===== src/rtl/core/bgi_ram.sv =====
// Generic single-write, single-read RAM with registered read data.
`timescale 1ns / 1ps
module bgi_ram #(
  parameter int WIDTH = 32,
  parameter int DEPTH = 16,
  localparam int AW = (DEPTH > 1) ? $clog2(DEPTH) : 1
) (
  input  logic             clk,
  input  logic             we,
  input  logic [AW-1:0]    waddr,
  input  logic [WIDTH-1:0] wdata,
  input  logic [AW-1:0]    raddr,
  output logic [WIDTH-1:0] rdata
);

  logic [WIDTH-1:0] mem [DEPTH];

  always_ff @(posedge clk) begin
    if (we) begin
      mem[waddr] <= wdata;
    end
    rdata <= mem[raddr];
  end

endmodule


===== config.mk =====
export PLATFORM = sky130hd
export DESIGN_NAME = bgi_ram
export DESIGN_NICKNAME = d
export VERILOG_FILES = /design/src/rtl/core/bgi_ram.sv
export SDC_FILE = /design/constraint.sdc
export NUM_CORES = 1
export LEC_CHECK = 0
export BUFFER_PORTS_ARGS = -buffer_cell sky130_fd_sc_hd__buf_4
export CORE_UTILIZATION = 61
export DETAILED_ROUTE_END_ITERATION = 12
export PLACE_DENSITY = 0.83
export SYNTH_ARGS = -nofsm -noshare
export SYNTH_HDL_FRONTEND = slang
export SYNTH_SLANG_ARGS = --single-unit

===== constraint.sdc =====
create_clock -name clk -period 5.55 [get_ports clk]
set_input_delay 1.3875 -clock clk [delete_from_list [all_inputs] [get_ports clk]]
set_output_delay 1.3875 -clock clk [all_outputs]
set_load 0.02 [all_outputs]

Word-level counts from Yosys, hierarchy flattened
Memories as Yosys holds them, arrays and structs flattened. A register that Yosys moved wholly into a read port is not among the register bits.
Cells that the tools add are included.
{"block": "totals", "register_bits": 0, "inputBits": 42, "ram_bits": 512, "n_memories": 1, "elab_cells": 3}
{"name": "mem", "words": 16, "word_bits": 32, "read_ports": 1, "rd_ports_with_merged_regs": 1, "wr": 1, "line": "16", "source": "logic [WIDTH-1:0] mem [DEPTH];"}
{"block": "op_classes", "mux": 2}
{"cell": "$mux W1", "count": 2}

Logic depth before layout (Yosys ltp)
{"block": "depth", "ltp_word": 2, "mapped_depth": 5}

Least setup slack after synthesis
No wires, ideal clock.
{"block": "synth_path", "path_type": "input port to flip-flop", "from": "input waddr[2]", "to": "memory mem[0][0], enable pin", "path_stages": 2, "path_slack_ps": 983, "arrival_ps": 4106, "cell_sequence": "or3b_2 nor3_1"}
{"item": "start: declaration", "line": "10", "source": "input logic [AW-1:0] waddr,"}
{"item": "end: declaration", "line": "16"}
No word-level cell before the write port.

==> results.cfg <==
[timing]
fin_crit_sh_pct = 54.0
fin_crit_ns = 3.00
slew_headroom_pct = 14.3
finClkSkew_ns = 0.0118
finalSetupTns_ns = 0
hold_viol = 0
final-setup-viol-count = 0
tightest_slew_ns = 1.28
rsz0062_at_grt = no
max_freq_ghz = 0.334
slew_violations = 0

[finish]
area_growth_pct = 14.3
layout_commonest_cell = edfxtp_1
drive_above_1_share_pct = 32.6
final_cell_mix = edfxtp_1 (512), mux4_2 (128), buf_4 (97)
instances_no_fill = 1424
final_util_pct = 71.4
final_area_mm2 = 0.0227
nNetsFinal = 988
fill_cells = 1769

[global_route]
grt_pass1_vias = 9841
track_usage_pct = 26.5
antenna_found_initial = 2
grt_max_degree = 74
grt_pass1_wl_mm = 62.2
grt_overflow_total = 0

[clock_tree]
clock_latency_ns = 0.56
clk_pin_slew_ns = 0.06
post-cts-setup-buffers = 0
holdBufCountCts = 0
cts_buffers = 51
cts.path.max_buffers = 3
cts_tree = built
cts-root-buf = clkbuf_16
htree_levels = 2
cts_resized = 0
numClockSinks = 544

[pwr]
seqPwrFrac_pct = 54.6
clkPwrFrac_pct = 40.1
peakVddDrop_mv = 0.295
power.density_mw_per_mm2 = 373
switchingPower_uw = 1740
power_frac_comb_pct = 5.3
swShare_pct = 20.5
leakagePower_uw = 0.00732
p_int_uw = 6740

[setup_path]
cp-start-kind = input port
arrival_ns = 3.43
r2r_end = rdata[26]
rrSetupSlack_ns = 4.13
end_kind = flop
path_class = input port to flop
crit_fanout = 73
r2r_cells = 3
r2r-start = mem[14][26]
worstPathRequired_ns = 5.99

[placement]
dp_cells = 1328
io_buffers = 73
place_congestion = 0.719
dpl_cell_area_mm2 = 0.0211
dp_hpwl_mm = 20.8

[hold_path]
min_to = rdata[6]
hold_class = flop to flop
holdPathStages = 3
hp-start = mem[15][6]

[synthesis]
seq_area_frac_synth_pct = 80.7
synth_area_mm2 = 0.0199
ys_warn_count = 0
yosysTopAreaCellShare_pct = 77.4
netlist_instances = 838
syn-num-nets = 880
yosys.area.top_type = edfxtp_1
synth.avg_cell_area_um2 = 23.7
synthArstFlopShare_pct = 0
synth-edff-count = 512
yosysUniqueCellTypes = 18
synthTopCellsByArea = edfxtp_1 (77%), mux4_2 (15%), dfxtp_1 (3.2%), a22oi_1 (2.4%), nand2_1 (0.62%)
synth_flop_cell = edfxtp_1
synth.ff_latch_count = 544

[status]
status = complete, no violations

[routing]
drt_wl_total_mm = 42.4
num_vias = 9339
wl_per_cell_um = 29.8
first_iter_violations = 1201
drtPass1Iterations = 5
vias_per_cell = 6.56
drc = 0
ant_nets = 0

[floorplanning]
ios = 74
core_area_mm2 = 0.0318
die_h_um = 182
dieArea_mm2 = 0.0333
row_count = 65
start_util_pct = 62.4
die_x_um = 182

[job]
maxCapViolCount = 0
-- routing by layer --
| metal | vias to the layer above | global-route usage [%] | routed length, um | part of all wire [%] |
|---|---|---|---|---|
| met2 | 608 | 41.3 | 20700 | 49 |
| met4 | 0 | 9.85 | 1370 | 3.2 |
| met3 | 103 | 7.04 | 4410 | 10 |
| li1 | 3789 | - | - | - |
| met1 | 4839 | 36.6 | 15900 | 37 |
| met5 | - | 0 | 0 | 0 |
-- critical path: stages --
cell and delay (ns):
clkbuf_8 0.65, buf_4 0.46, mux4_2 0.56, a22oi_1 0.23, nand2_1 0.07
-- cells in the mapped netlist, types with 2 or more instances --
| cell type | n |
|---|---|
| nor2_1 | 13 |
| clkbuf_1 | 17 |
| buf_6 | 2 |
| mux4_2 | 128 |
| buf_2 | 4 |
| buf_1 | 9 |
| a22oi_1 | 64 |
| edfxtp_1 | 512 |
| nor2b_1 | 2 |
| dfxtp_1 | 32 |
| buf_4 | 11 |
| nor3_1 | 4 |
| nand2b_1 | 2 |
| nand3b_1 | 2 |
| nand2_1 | 33 |
-- power by group through the flow --
stage	Sequential, uW	Clock (uW)	Combinational (uW)
3_3_place_gp	4710	0	427
5_1_grt	4630	3590	473
4_1_cts	4630	3440	449
6_report	4630	3400	446
3_5_place_dp	4710	0	442
2_1_floorplan	4740	0	221
-- state kept, by name, summed over array words and instances (netlist names) --
signal / count
mem: 512
rdata: 32
-- through the flow --
step | power [uW] | hold WS [ns] | setup WS, ns
final | 8470 | 0.671 | 2.55
after global routing | 8700 | 0.700 | 2.34
after detailed placement | 5150 | 0.653 | 1.92
after global placement | 5130 | 0.646 | 1.96
after CTS | 8510 | 0.669 | 2.48
after floorplan | 4960 | 0.635 | 0.983
-- cell families after synthesis --
kind of cell | count (synthesis) | synth area share, %
compound gates | 64 | 2.42
buf+inv | 43 | 1.12
flops | 544 | 80.7
mux | 128 | 14.5
simple gates | 59 | 1.27
-- worst max-delay path by stage --
stage	from	endpoint	slack, ns	depth (start not counted)
4_1_cts	raddr[0]	rdata[14]	2.48	5
3_5_place_dp	raddr[0]	rdata[14]	1.92	5
2_1_floorplan	waddr[2]	mem[0][0]	0.98	2
3_3_place_gp	raddr[0]	rdata[2]	1.96	5
5_1_grt	raddr[0]	rdata[5]	2.34	5
6_report	raddr[0]	rdata[5]	2.55	5
-- final cells by class --
| cell class | instances | area, um^2 | share of cell area, % |
|---|---|---|---|
| Sequential cell | 544 | 16000 | 70.6 |
| Antenna cell | 3 | 7.51 | 0.0331 |
| Tap cell | 435 | 544 | 2.40 |
| Multi-Input combinational cell | 251 | 3750 | 16.5 |
| Clock inverter | 20 | 180 | 0.794 |
| Timing Repair Buffer | 98 | 742 | 3.27 |
| Clock buffer | 73 | 1450 | 6.40 |
Note: power is estimated with default switching activity, not from simulation.
